`src/vpa_pkg.sv`:
```
// vpa_pkg: shared types, constants and state encoding of the variable
// partition allocator. No dependencies.
`timescale 1ns / 1ps

package vpa_pkg;

  localparam int FREE_SLOTS = 16;
  localparam int USED_SLOTS = 16;
  localparam int ADDR_W     = 16;
  localparam int ID_W       = 16;
  localparam int MINREM_W   = 10;
  localparam int POLICY_W   = 2;
  localparam int STATUS_W   = 2;
  localparam int CFG_IDX_W  = 2;
  localparam int CFG_DATA_W = 16;

  localparam int FREE_IW = $clog2(FREE_SLOTS);
  localparam int USED_IW = $clog2(USED_SLOTS);
  localparam int USED_CW = $clog2(USED_SLOTS + 1);
  localparam int CNT_W   = (FREE_IW > USED_CW) ? FREE_IW : USED_CW;

  localparam logic [ADDR_W-1:0]   MEM_RESET    = ADDR_W'(1024);
  localparam logic [MINREM_W-1:0] MINREM_RESET = MINREM_W'(10);

  localparam logic [CFG_IDX_W-1:0] CFG_MEM_SIZE = 2'd0;
  localparam logic [CFG_IDX_W-1:0] CFG_POLICY   = 2'd1;
  localparam logic [CFG_IDX_W-1:0] CFG_MINREM   = 2'd2;

  localparam logic [POLICY_W-1:0] POL_FIRST = 2'd0;
  localparam logic [POLICY_W-1:0] POL_BEST  = 2'd1;
  localparam logic [POLICY_W-1:0] POL_WORST = 2'd2;
  localparam logic [POLICY_W-1:0] POL_UNDEF = 2'd3;

  localparam logic OP_ALLOC   = 1'b0;
  localparam logic OP_RELEASE = 1'b1;

  localparam logic [STATUS_W-1:0] ST_OK      = 2'd0;
  localparam logic [STATUS_W-1:0] ST_NOSPACE = 2'd1;
  localparam logic [STATUS_W-1:0] ST_UNKNOWN = 2'd2;
  localparam logic [STATUS_W-1:0] ST_FULL    = 2'd3;

  typedef enum logic [2:0] {
    S_IDLE, S_PICK, S_CHECK, S_COMPACT, S_GRANT, S_FIND, S_MERGE, S_FREE
  } state_e;

  typedef struct packed {
    logic            operation;
    logic [15:0]     alloc_units;
    logic [15:0]     target_id;
  } cmd_t;

  typedef struct packed {
    logic [STATUS_W-1:0] status;
    logic [15:0]         process_id;
    logic [15:0]         block_start;
    logic [15:0]         block_size;
    logic                compacted;
  } result_t;

  typedef struct packed {
    logic clear;
    logic step;
  } pick_ctrl_t;

  typedef struct packed {
    logic              valid;
    logic [ADDR_W-1:0] start;
    logic [ADDR_W-1:0] size;
  } cand_t;

endpackage

```
`src/vpa_pick.sv`:
```
// vpa_pick: shared compare unit; one free entry per cycle while
// stepped; keeps the policy's pick, sums free space; needs vpa_pkg.
`timescale 1ns / 1ps

module vpa_pick (
  input  logic                            clk_i,
  input  logic                            rst_ni,
  input  vpa_pkg::pick_ctrl_t             ctrl_i,
  input  vpa_pkg::cand_t                  cand_i,
  input  logic [vpa_pkg::FREE_IW-1:0]     cand_idx_i,
  input  logic [vpa_pkg::ADDR_W-1:0]      req_i,
  input  logic [vpa_pkg::POLICY_W-1:0]    policy_i,
  output logic                            found_o,
  output logic [vpa_pkg::FREE_IW-1:0]     idx_o,
  output logic [vpa_pkg::ADDR_W:0]        total_o
);

  logic                          found_q;
  logic [vpa_pkg::FREE_IW-1:0]   idx_q;
  logic [vpa_pkg::ADDR_W-1:0]    bstart_q, bsize_q;
  logic [vpa_pkg::ADDR_W:0]      total_q;
  logic                          fits, better, take;

  assign fits = cand_i.valid && (cand_i.size >= req_i);

  always_comb begin
    priority if (policy_i == vpa_pkg::POL_BEST) begin
      better = (cand_i.size < bsize_q) ||
               ((cand_i.size == bsize_q) && (cand_i.start < bstart_q));
    end else if (policy_i == vpa_pkg::POL_WORST) begin
      better = (cand_i.size > bsize_q) ||
               ((cand_i.size == bsize_q) && (cand_i.start < bstart_q));
    end else begin
      better = cand_i.start < bstart_q;
    end
  end

  assign take = fits && (!found_q || better);

  always_ff @(posedge clk_i or negedge rst_ni) begin
    if (!rst_ni) begin
      found_q <= 1'b0;
      total_q <= '0;
    end else if (ctrl_i.clear) begin
      found_q <= 1'b0;
      total_q <= '0;
    end else if (ctrl_i.step) begin
      if (take) found_q <= 1'b1;
      if (cand_i.valid) total_q <= total_q + {1'b0, cand_i.size};
    end
  end

  always_ff @(posedge clk_i) begin
    if (ctrl_i.step && take) begin
      idx_q    <= cand_idx_i;
      bstart_q <= cand_i.start;
      bsize_q  <= cand_i.size;
    end
  end

  assign found_o = found_q;
  assign idx_o   = idx_q;
  assign total_o = total_q;

endmodule

```
`src/variable_partition_allocator.sv`:
```
// variable_partition_allocator: top level, sequencer, free/used tables; uses vpa_pkg, vpa_pick.
// Allocate scans every free entry, then grants or fails; compaction repacks the used
//   blocks and rescans. Release looks up the id in age order (newest first), then scans
//   the free table and merges; an unknown id fails after the lookup; zero size, full or empty table reject at once.
// One transfer at a time, busy_o high while working; next start is taken in the done cycle.
// Async active-low reset: one free block {0, 1024}, no used blocks, id 0; no receiver stall.
`timescale 1ns / 1ps

module variable_partition_allocator (
  input  logic                               clk_i,
  input  logic                               rst_ni,
  input  logic                               start_i,
  input  vpa_pkg::cmd_t                      cmd_i,
  output logic                               busy_o,
  output logic                               done_o,
  output vpa_pkg::result_t                   result_o,
  input  logic                               cfg_we_i,
  input  logic [vpa_pkg::CFG_IDX_W-1:0]      cfg_idx_i,
  input  logic [vpa_pkg::CFG_DATA_W-1:0]     cfg_wdata_i
);

  localparam int AW = vpa_pkg::ADDR_W;

  // configuration
  logic [AW-1:0]                  mem_size_q;
  logic [vpa_pkg::POLICY_W-1:0]   policy_q;
  logic [vpa_pkg::MINREM_W-1:0]   minrem_q;
  logic                           started_q;

  // free table lives in flops with valid bits; all entries reset, only entry 0 valid
  logic [AW-1:0]                  free_start_q [vpa_pkg::FREE_SLOTS];
  logic [AW-1:0]                  free_size_q  [vpa_pkg::FREE_SLOTS];
  logic [vpa_pkg::FREE_SLOTS-1:0] free_valid_q;

  // used table, undefined until written; age order newest first
  logic [vpa_pkg::ID_W-1:0]       used_id_q    [vpa_pkg::USED_SLOTS];
  logic [AW-1:0]                  used_start_q [vpa_pkg::USED_SLOTS];
  logic [AW-1:0]                  used_size_q  [vpa_pkg::USED_SLOTS];
  logic [vpa_pkg::USED_SLOTS-1:0] used_valid_q;
  logic [vpa_pkg::USED_IW-1:0]    age_q        [vpa_pkg::USED_SLOTS];
  logic [vpa_pkg::USED_CW-1:0]    used_cnt_q;
  logic [vpa_pkg::ID_W-1:0]       id_cnt_q;

  // sequencer
  vpa_pkg::state_e                state_q, state_d;
  logic [vpa_pkg::CNT_W-1:0]      cnt_q;
  logic                           comp_q;
  logic [AW-1:0]                  req_q;
  logic [vpa_pkg::ID_W-1:0]       tid_q;
  logic [AW-1:0]                  nxt_q;

  // release scratch
  logic [vpa_pkg::USED_IW-1:0]    k_q, slot_q;
  logic [AW-1:0]                  rs_q, rz_q, re_q;
  logic                           prev_f_q, next_f_q, empty_f_q;
  logic [vpa_pkg::FREE_IW-1:0]    prev_q, next_q, empty_q;
  logic [AW-1:0]                  prev_size_q, next_size_q;

  vpa_pkg::result_t               result_q;
  logic                           done_q, done_d;

  // shared compare unit
  vpa_pkg::pick_ctrl_t            pick_ctrl;
  vpa_pkg::cand_t                 cand;
  logic                           pick_found;
  logic [vpa_pkg::FREE_IW-1:0]    pick_idx;
  logic [AW:0]                    pick_total;

  // combinational helpers
  logic [vpa_pkg::FREE_IW-1:0]    fidx;
  logic [vpa_pkg::USED_IW-1:0]    uidx, age_at;
  logic                           last_free, last_used, id_hit, compact_done;
  logic [vpa_pkg::ID_W-1:0]       new_id;
  logic                           idle_fail;
  logic [vpa_pkg::STATUS_W-1:0]   idle_status;
  logic                           can_compact;
  logic [AW-1:0]                  g_start, g_size, g_left, g_granted;
  logic                           g_whole;
  logic [vpa_pkg::USED_IW-1:0]    free_slot;
  logic [AW-1:0]                  fend, comp_size;
  logic                           rel_ok;

  assign fidx      = cnt_q[vpa_pkg::FREE_IW-1:0];
  assign uidx      = cnt_q[vpa_pkg::USED_IW-1:0];
  assign age_at    = age_q[uidx];
  assign last_free = (fidx == vpa_pkg::FREE_IW'(vpa_pkg::FREE_SLOTS - 1));
  assign last_used = ((cnt_q + vpa_pkg::CNT_W'(1)) >= vpa_pkg::CNT_W'(used_cnt_q));
  assign id_hit    = (used_id_q[age_at] == tid_q);
  assign compact_done = (cnt_q == vpa_pkg::CNT_W'(used_cnt_q));
  assign new_id    = id_cnt_q + vpa_pkg::ID_W'(1);

  assign cand.valid = free_valid_q[fidx];
  assign cand.start = free_start_q[fidx];
  assign cand.size  = free_size_q[fidx];
  assign fend       = free_start_q[fidx] + free_size_q[fidx];

  // quick rejects decided at the accepting edge
  always_comb begin
    idle_fail   = 1'b0;
    idle_status = vpa_pkg::ST_OK;
    if (cmd_i.operation == vpa_pkg::OP_ALLOC) begin
      if (cmd_i.alloc_units == '0) begin
        idle_fail   = 1'b1;
        idle_status = vpa_pkg::ST_NOSPACE;
      end else if (used_cnt_q == vpa_pkg::USED_CW'(vpa_pkg::USED_SLOTS)) begin
        idle_fail   = 1'b1;
        idle_status = vpa_pkg::ST_FULL;
      end
    end else if (used_cnt_q == '0) begin
      idle_fail   = 1'b1;
      idle_status = vpa_pkg::ST_UNKNOWN;
    end
  end

  assign can_compact = !comp_q && (pick_total >= {1'b0, req_q});

  // grant arithmetic on the chosen free entry
  assign g_start   = free_start_q[pick_idx];
  assign g_size    = free_size_q[pick_idx];
  assign g_left    = g_size - req_q;
  assign g_whole   = g_left <= AW'(minrem_q);
  assign g_granted = g_whole ? g_size : req_q;
  assign comp_size = (mem_size_q >= nxt_q) ? (mem_size_q - nxt_q) : '0;
  assign rel_ok    = prev_f_q || next_f_q || empty_f_q;

  // lowest unused slot
  always_comb begin
    free_slot = '0;
    for (int i = vpa_pkg::USED_SLOTS - 1; i >= 0; i--) begin
      if (!used_valid_q[i]) free_slot = vpa_pkg::USED_IW'(i);
    end
  end

  vpa_pick u_pick (
    .clk_i      (clk_i),
    .rst_ni     (rst_ni),
    .ctrl_i     (pick_ctrl),
    .cand_i     (cand),
    .cand_idx_i (fidx),
    .req_i      (req_q),
    .policy_i   (policy_q),
    .found_o    (pick_found),
    .idx_o      (pick_idx),
    .total_o    (pick_total)
  );

  // next state
  always_comb begin
    state_d = state_q;
    unique case (state_q)
      vpa_pkg::S_IDLE: begin
        if (start_i && !idle_fail) begin
          state_d = (cmd_i.operation == vpa_pkg::OP_ALLOC) ? vpa_pkg::S_PICK
                                                            : vpa_pkg::S_FIND;
        end
      end
      vpa_pkg::S_PICK:    if (last_free) state_d = vpa_pkg::S_CHECK;
      vpa_pkg::S_CHECK: begin
        if (pick_found)       state_d = vpa_pkg::S_GRANT;
        else if (can_compact) state_d = vpa_pkg::S_COMPACT;
        else                  state_d = vpa_pkg::S_IDLE;
      end
      vpa_pkg::S_COMPACT: if (compact_done) state_d = vpa_pkg::S_PICK;
      vpa_pkg::S_GRANT:   state_d = vpa_pkg::S_IDLE;
      vpa_pkg::S_FIND: begin
        if (id_hit)         state_d = vpa_pkg::S_MERGE;
        else if (last_used) state_d = vpa_pkg::S_IDLE;
      end
      vpa_pkg::S_MERGE:   if (last_free) state_d = vpa_pkg::S_FREE;
      vpa_pkg::S_FREE:    state_d = vpa_pkg::S_IDLE;
      default:            state_d = vpa_pkg::S_IDLE;
    endcase
  end

  // result strobe: quick reject, failed search, grant, unknown id, release
  always_comb begin
    done_d = 1'b0;
    unique case (state_q)
      vpa_pkg::S_IDLE:  done_d = start_i && idle_fail;
      vpa_pkg::S_CHECK: done_d = !pick_found && !can_compact;
      vpa_pkg::S_GRANT: done_d = 1'b1;
      vpa_pkg::S_FIND:  done_d = !id_hit && last_used;
      vpa_pkg::S_FREE:  done_d = 1'b1;
      default:          done_d = 1'b0;
    endcase
  end

  // control toward the compare unit
  always_comb begin
    pick_ctrl.clear = (state_q == vpa_pkg::S_IDLE) ||
                      ((state_q == vpa_pkg::S_COMPACT) && compact_done);
    pick_ctrl.step  = (state_q == vpa_pkg::S_PICK);
  end

  // control state and tables with reset values
  always_ff @(posedge clk_i or negedge rst_ni) begin
    if (!rst_ni) begin
      mem_size_q   <= vpa_pkg::MEM_RESET;
      policy_q     <= vpa_pkg::POL_FIRST;
      minrem_q     <= vpa_pkg::MINREM_RESET;
      started_q    <= 1'b0;
      for (int i = 0; i < vpa_pkg::FREE_SLOTS; i++) begin
        free_start_q[i] <= '0;
        free_size_q[i]  <= (i == 0) ? vpa_pkg::MEM_RESET : '0;
      end
      free_valid_q <= vpa_pkg::FREE_SLOTS'(1);
      used_valid_q <= '0;
      used_cnt_q   <= '0;
      id_cnt_q     <= '0;
      state_q      <= vpa_pkg::S_IDLE;
      cnt_q        <= '0;
      comp_q       <= 1'b0;
      prev_f_q     <= 1'b0;
      next_f_q     <= 1'b0;
      empty_f_q    <= 1'b0;
      done_q       <= 1'b0;
    end else begin
      done_q  <= done_d;
      state_q <= state_d;

      if (cfg_we_i) begin
        unique case (cfg_idx_i)
          vpa_pkg::CFG_MEM_SIZE: begin
            if (!started_q && (cfg_wdata_i != '0)) begin
              mem_size_q      <= AW'(cfg_wdata_i);
              free_start_q[0] <= '0;
              free_size_q[0]  <= AW'(cfg_wdata_i);
            end
          end
          vpa_pkg::CFG_POLICY: begin
            if (cfg_wdata_i[vpa_pkg::POLICY_W-1:0] != vpa_pkg::POL_UNDEF)
              policy_q <= cfg_wdata_i[vpa_pkg::POLICY_W-1:0];
          end
          vpa_pkg::CFG_MINREM: minrem_q <= cfg_wdata_i[vpa_pkg::MINREM_W-1:0];
          default: ;
        endcase
      end

      unique case (state_q)
        vpa_pkg::S_IDLE: begin
          if (start_i) begin
            started_q <= 1'b1;
            cnt_q     <= '0;
            comp_q    <= 1'b0;
            if (cmd_i.operation == vpa_pkg::OP_ALLOC) id_cnt_q <= new_id;
          end
        end
        vpa_pkg::S_PICK: cnt_q <= last_free ? '0 : cnt_q + vpa_pkg::CNT_W'(1);
        vpa_pkg::S_CHECK: begin
          if (!pick_found && can_compact) begin
            comp_q <= 1'b1;
            cnt_q  <= '0;
          end
        end
        vpa_pkg::S_COMPACT: begin
          if (compact_done) begin
            // everything free collapses into one block behind the packed ones
            free_valid_q    <= vpa_pkg::FREE_SLOTS'(1);
            free_start_q[0] <= nxt_q;
            free_size_q[0]  <= comp_size;
            cnt_q           <= '0;
          end else begin
            cnt_q <= cnt_q + vpa_pkg::CNT_W'(1);
          end
        end
        vpa_pkg::S_GRANT: begin
          if (g_whole) begin
            free_valid_q[pick_idx] <= 1'b0;
          end else begin
            free_start_q[pick_idx] <= g_start + req_q;
            free_size_q[pick_idx]  <= g_left;
          end
          used_valid_q[free_slot] <= 1'b1;
          used_cnt_q <= used_cnt_q + vpa_pkg::USED_CW'(1);
        end
        vpa_pkg::S_FIND: begin
          if (id_hit) begin
            cnt_q     <= '0;
            prev_f_q  <= 1'b0;
            next_f_q  <= 1'b0;
            empty_f_q <= 1'b0;
          end else if (!last_used) begin
            cnt_q <= cnt_q + vpa_pkg::CNT_W'(1);
          end
        end
        vpa_pkg::S_MERGE: begin
          if (!cand.valid) begin
            if (!empty_f_q) empty_f_q <= 1'b1;
          end else if ((fend == rs_q) && !prev_f_q) begin
            prev_f_q <= 1'b1;
          end else if ((cand.start == re_q) && !next_f_q) begin
            next_f_q <= 1'b1;
          end
          cnt_q <= last_free ? '0 : cnt_q + vpa_pkg::CNT_W'(1);
        end
        vpa_pkg::S_FREE: begin
          if (prev_f_q && next_f_q) begin
            free_size_q[prev_q]  <= prev_size_q + rz_q + next_size_q;
            free_valid_q[next_q] <= 1'b0;
          end else if (prev_f_q) begin
            free_size_q[prev_q] <= prev_size_q + rz_q;
          end else if (next_f_q) begin
            free_start_q[next_q] <= rs_q;
            free_size_q[next_q]  <= next_size_q + rz_q;
          end else if (empty_f_q) begin
            free_start_q[empty_q] <= rs_q;
            free_size_q[empty_q]  <= rz_q;
            free_valid_q[empty_q] <= 1'b1;
          end
          if (rel_ok) begin
            used_valid_q[slot_q] <= 1'b0;
            used_cnt_q <= used_cnt_q - vpa_pkg::USED_CW'(1);
          end
        end
        default: ;
      endcase
    end
  end

  // payload: used table, age order, scratch and result
  always_ff @(posedge clk_i) begin
    unique case (state_q)
      vpa_pkg::S_IDLE: begin
        if (start_i) begin
          req_q <= AW'(cmd_i.alloc_units);
          tid_q <= cmd_i.target_id;
          nxt_q <= '0;
          result_q.status      <= idle_status;
          result_q.process_id  <= (cmd_i.operation == vpa_pkg::OP_ALLOC) ? new_id
                                                                          : cmd_i.target_id;
          result_q.block_start <= '0;
          result_q.block_size  <= '0;
          result_q.compacted   <= 1'b0;
        end
      end
      vpa_pkg::S_CHECK: begin
        result_q <= '{status: vpa_pkg::ST_NOSPACE, process_id: id_cnt_q,
                      block_start: '0, block_size: '0, compacted: 1'b0};
      end
      vpa_pkg::S_COMPACT: begin
        // pack newest first from address zero
        if (!compact_done) begin
          used_start_q[age_at] <= nxt_q;
          nxt_q <= nxt_q + used_size_q[age_at];
        end
      end
      vpa_pkg::S_GRANT: begin
        used_id_q[free_slot]    <= id_cnt_q;
        used_start_q[free_slot] <= g_start;
        used_size_q[free_slot]  <= g_granted;
        for (int j = vpa_pkg::USED_SLOTS - 1; j > 0; j--) age_q[j] <= age_q[j-1];
        age_q[0] <= free_slot;
        result_q <= '{status: vpa_pkg::ST_OK, process_id: id_cnt_q,
                      block_start: g_start, block_size: g_granted, compacted: comp_q};
      end
      vpa_pkg::S_FIND: begin
        if (id_hit) begin
          k_q    <= uidx;
          slot_q <= age_at;
          rs_q   <= used_start_q[age_at];
          rz_q   <= used_size_q[age_at];
          re_q   <= used_start_q[age_at] + used_size_q[age_at];
        end
        result_q <= '{status: vpa_pkg::ST_UNKNOWN, process_id: tid_q,
                      block_start: '0, block_size: '0, compacted: 1'b0};
      end
      vpa_pkg::S_MERGE: begin
        if (!cand.valid) begin
          if (!empty_f_q) empty_q <= fidx;
        end else if ((fend == rs_q) && !prev_f_q) begin
          prev_q      <= fidx;
          prev_size_q <= cand.size;
        end else if ((cand.start == re_q) && !next_f_q) begin
          next_q      <= fidx;
          next_size_q <= cand.size;
        end
      end
      vpa_pkg::S_FREE: begin
        if (rel_ok) begin
          for (int j = 0; j < vpa_pkg::USED_SLOTS - 1; j++) begin
            if (vpa_pkg::USED_IW'(j) >= k_q) age_q[j] <= age_q[j+1];
          end
          result_q <= '{status: vpa_pkg::ST_OK, process_id: tid_q,
                        block_start: rs_q, block_size: rz_q, compacted: 1'b0};
        end else begin
          result_q <= '{status: vpa_pkg::ST_FULL, process_id: tid_q,
                        block_start: '0, block_size: '0, compacted: 1'b0};
        end
      end
      default: ;
    endcase
  end

  assign busy_o   = (state_q != vpa_pkg::S_IDLE);
  assign done_o   = done_q;
  assign result_o = result_q;

  // a result never shows while a transfer is still being worked on
  assert property (@(posedge clk_i) disable iff (!rst_ni) done_o |-> !busy_o)
    else $error("result strobe while busy");

  // occupancy count tracks the valid bits of the used table
  assert property (@(posedge clk_i) disable iff (!rst_ni)
    $countones(used_valid_q) == 32'(used_cnt_q))
    else $error("used count out of step with valid bits");

  // an accepted transfer either completes at once or keeps the block busy
  assert property (@(posedge clk_i) disable iff (!rst_ni)
    (start_i && !busy_o) |=> (busy_o || done_o))
    else $error("accepted transfer lost");

  // an ok result only comes out of a transfer that went through the sequencer
  assert property (@(posedge clk_i) disable iff (!rst_ni)
    (done_o && (result_o.status == vpa_pkg::ST_OK)) |-> $past(busy_o))
    else $error("ok result without work");

endmodule
```
`config.mk`:
```
export PLATFORM = sky130hd
export DESIGN_NAME = variable_partition_allocator
export DESIGN_NICKNAME = d
export VERILOG_FILES = /design/src/vpa_pkg.sv /design/src/vpa_pick.sv /design/src/variable_partition_allocator.sv
export SDC_FILE = /design/constraint.sdc
export NUM_CORES = 2
export LEC_CHECK = 0
export BUFFER_PORTS_ARGS = -buffer_cell sky130_fd_sc_hd__buf_2
export CORE_MARGIN = 2
export CORE_UTILIZATION = 55
export CTS_CLUSTER_SIZE = 24
export DETAILED_ROUTE_END_ITERATION = 7
export PLACE_DENSITY = 0.77
export SLEW_MARGIN = 20
export SYNTH_ARGS = -nofsm -noshare
export SYNTH_HDL_FRONTEND = slang
export SYNTH_SLANG_ARGS = --single-unit
```
`constraint.sdc`:
```
create_clock -name clk_i -period 23.9 [get_ports clk_i]
set_input_delay 1.195 -clock clk_i [delete_from_list [all_inputs] [get_ports clk_i]]
set_output_delay 1.195 -clock clk_i [all_outputs]
set_load 0.005 [all_outputs]
```
==> metrics.yaml <==
synth_cell_types: 100
final_nets: 8778
period_minus_slack_ns: 10.87
syn_inst: 8600
clock-sinks: 1692
syn_avg_cell_area_um2: 11.0
drive_gt1_share_pct: 16.5
setup_ws_ns: 13.03
vdd_drop_max_v: 0.000227
die_w_um: 419
rr_startpoint: "u_pick.idx_o[0]"
wl_per_cell_um: 37.1
drt_iter0_drc: 13300
yosysWarnings: 0
skew_ns: 0.0561
via_per_inst: 7.46
fill_cells: 13700
tightest_slew_ns: 1.37
grt_overflow: 0
cap_violations: 0
grt_usage_pct: 45.5
crit_chain: "buf_4, buf_4, buf_4, buf_4, mux4_2, mux4_2, ha_1, o21ai_1, a21boi_0, o21ai_0, nand2b_1, a311o_1, nand3_2, inv_1, ha_1, nand4_1, o32a_1, a21oi_1, nand4b_1, o31ai_4, buf_4, nand2_1, nand3_1, mux2_2"
globalplace.congestion: 1.10
dp_hpwl_um: 269000
initial_core_util_pct: 55.3
die-area_mm2: 0.176
cts_setup_buffers: 0
finalPower_mw: 15.9
grt_first_pass_wirelength_um: 570000
dr_total_vias: 81700
synthArstFlopShare_pct: 36.9
rsz0062_at_grt: "no"
slew_headroom_pct: 8.41
cts.path.max_buffers: 3
antenna_found_initial: 36
status: "finished with violations"
path_common_cell: "buf_4"
clk_pin_slew_ns: 0.06
postRouteAntennaNets: 0
yosys_register_bits: 1692
dp_slack_ns: 13.13
synth_nets: 8902
dr.pass1.iters: 8
cts_resized: 0
cp_data_arrival_time_ns: 11.62
cts_buffers: 179
syn_to_final_growth_pct: 10.2
syn_area_mm2: 0.0949
clock.fmax_mhz: 92.0
numPortBuffers: 107
worstPathMaxFanout: 41
synth_ff_type: "edfxtp_1"
startpoint_type: "flop"
die_h_um: 419
core_mm2: 0.172
grt_max_degree: 179
max_stage_delay_ns: 1.07
timing_hold_violations_final: 0
critPathKind: "reg2reg"
finalSetupViolations: 0
worst-endpoint-required_ns: 24.64
finalMaxSlewViolations: 0
cts_hold_buf: 0
worst_skew_pair.late_latency_ns: 0.90
drc: 52
synth_seq_area_share_pct: 50.2
p_leak_nw: 40.1
clockRootBuffer: "clkbuf_16"
tritoncts: "yes"
io-pin-count: 108
finalCritPeriodShare_pct: 45.5
slowest_stage: "nand3_1"
synth_edf_count: 1067
setup.worst_path.start: "u_pick.idx_o[0]"
power_density_mw_per_mm2: 152
cp-end-kind: "flop"
setup_tns_ns: 0
htreeDepth: 4
grt_pass1_vias: 76900
rows: 152
hold_path_class: "in2async"
drt_wl_total_um: 406000
violations: "DRC"
synth_stat cells, drive strengths merged (156+ instances only):
| cell | count | share of area [%] |
|---|---|---|
| a21oi | 293 | 1.5 |
| a22oi | 171 | 1.4 |
| buf | 175 | 0.89 |
| clkbuf | 515 | 2.0 |
| dfrtp | 620 | 16 |
| edfxtp | 1067 | 34 |
| ha | 236 | 3.1 |
| inv | 237 | 0.94 |
| mux2 | 332 | 3.9 |
| mux2i | 250 | 2.6 |
| mux4 | 241 | 5.7 |
| nand2 | 1132 | 4.5 |
| nand3 | 385 | 2.0 |
| nor2 | 411 | 1.6 |
| o21ai | 394 | 2.1 |
| o221ai | 299 | 2.8 |
| o22ai | 264 | 1.7 |
| xnor2 | 156 | 1.4 |
registers in the layout (all words and copies together), names as in the netlist, 17 cells and up:
register,count
age_q,64
free_size_q,256
free_start_q,256
result_o,51
u_pick.total_o,17
used_id_q,256
used_size_q,256
used_start_q,256
per-stage QoR:
step	hold WS (ns)	instance area (um^2)	utilization, %	cells
6_report	0.422	105000	61.0	11000
5_1_grt	0.462	105000	61.0	10900
3_5_place_dp	0.462	98500	57.4	10600
2_1_floorplan	0.435	94900	-	8600
4_1_cts	0.424	104000	60.9	10900
3_3_place_gp	0.456	98500	57.4	10600
routing by layer:
| metal | global-route usage, % | share of wire, % | vias up | routed length (um) |
|---|---|---|---|---|
| met3 | 17.6 | 14 | 1891 | 58200 |
| met4 | 36.4 | 9.9 | 30 | 40200 |
| met5 | 1.50 | 0.11 | - | 457 |
| li1 | - | - | 32800 | - |
| met1 | 56.0 | 34 | 40300 | 140000 |
| met2 | 63.5 | 41 | 6766 | 167000 |
area by class of cell:
| cell class | instances | area, um^2 | share of cell area, % |
|---|---|---|---|
| sequential | 1692 | 47700 | 45.6 |
| clock buffer | 234 | 4890 | 4.67 |
| multi-input combinational | 5979 | 44400 | 42.4 |
| timing repair buffer | 385 | 2760 | 2.64 |
| clock inverter | 94 | 1040 | 0.998 |
| inverter | 239 | 918 | 0.878 |
| antenna | 19 | 47.5 | 0.0454 |
| tap | 2310 | 2890 | 2.76 |
final timing paths:
kind / endpoint / slack (ns) / cells past startpoint
max reg2reg: free_size_q[204] / 13.03 / 24
min reg2reg: started_q / 0.49 / 1
max in group asynchronous: free_start_q[191] / 20.91 / 3
max: free_size_q[204] / 13.03 / 24
min: free_size_q[77] / 0.42 / 1
min in group clk_i: started_q / 0.49 / 1
report_power, final:
part / switching (mW) / internal (mW)
Sequential: 0.574 / 4.11
Combinational: 5.61 / 2.77
Clock: 1.26 / 1.59
logic make-up after synthesis:
| kind of cell | synth area share (%) |
|---|---|
| and+or+nand+nor | 11.1 |
| buffers and inverters | 3.87 |
| xor gates and xnor gates | 1.94 |
| adders and majority gates | 3.34 |
| DFF | 50.2 |
| muxes | 12.3 |
| AOI/OAI and AO/OA | 17.2 |
placed cells by master, fill, tap and decap left out, types with 267 or more instances in the layout:
| cell | Yosys | routed |
|---|---|---|
| nand3_1 | 383 | 373 |
| nand2_1 | 1132 | 1129 |
| a21oi_1 | 292 | 292 |
| o221ai_1 | 298 | 298 |
| dfrtp_1 | 620 | 614 |
| nor2_1 | 409 | 370 |
| mux2_2 | 328 | 327 |
| buf_4 | 12 | 267 |
| edfxtp_1 | 1067 | 1067 |
| o21ai_0 | 381 | 349 |
worst max-delay path, delay by kind of cell, from the launching register on:
kind,cells,cell delay (ns)
DFF,1,0.32
buffers and inverters,6,3.55
muxes,3,1.65
AOI/OAI and AO/OA,7,1.62
adders and majority gates,2,0.71
and+or+nand+nor,6,2.67
Note: power is estimated with default switching activity, not from simulation.
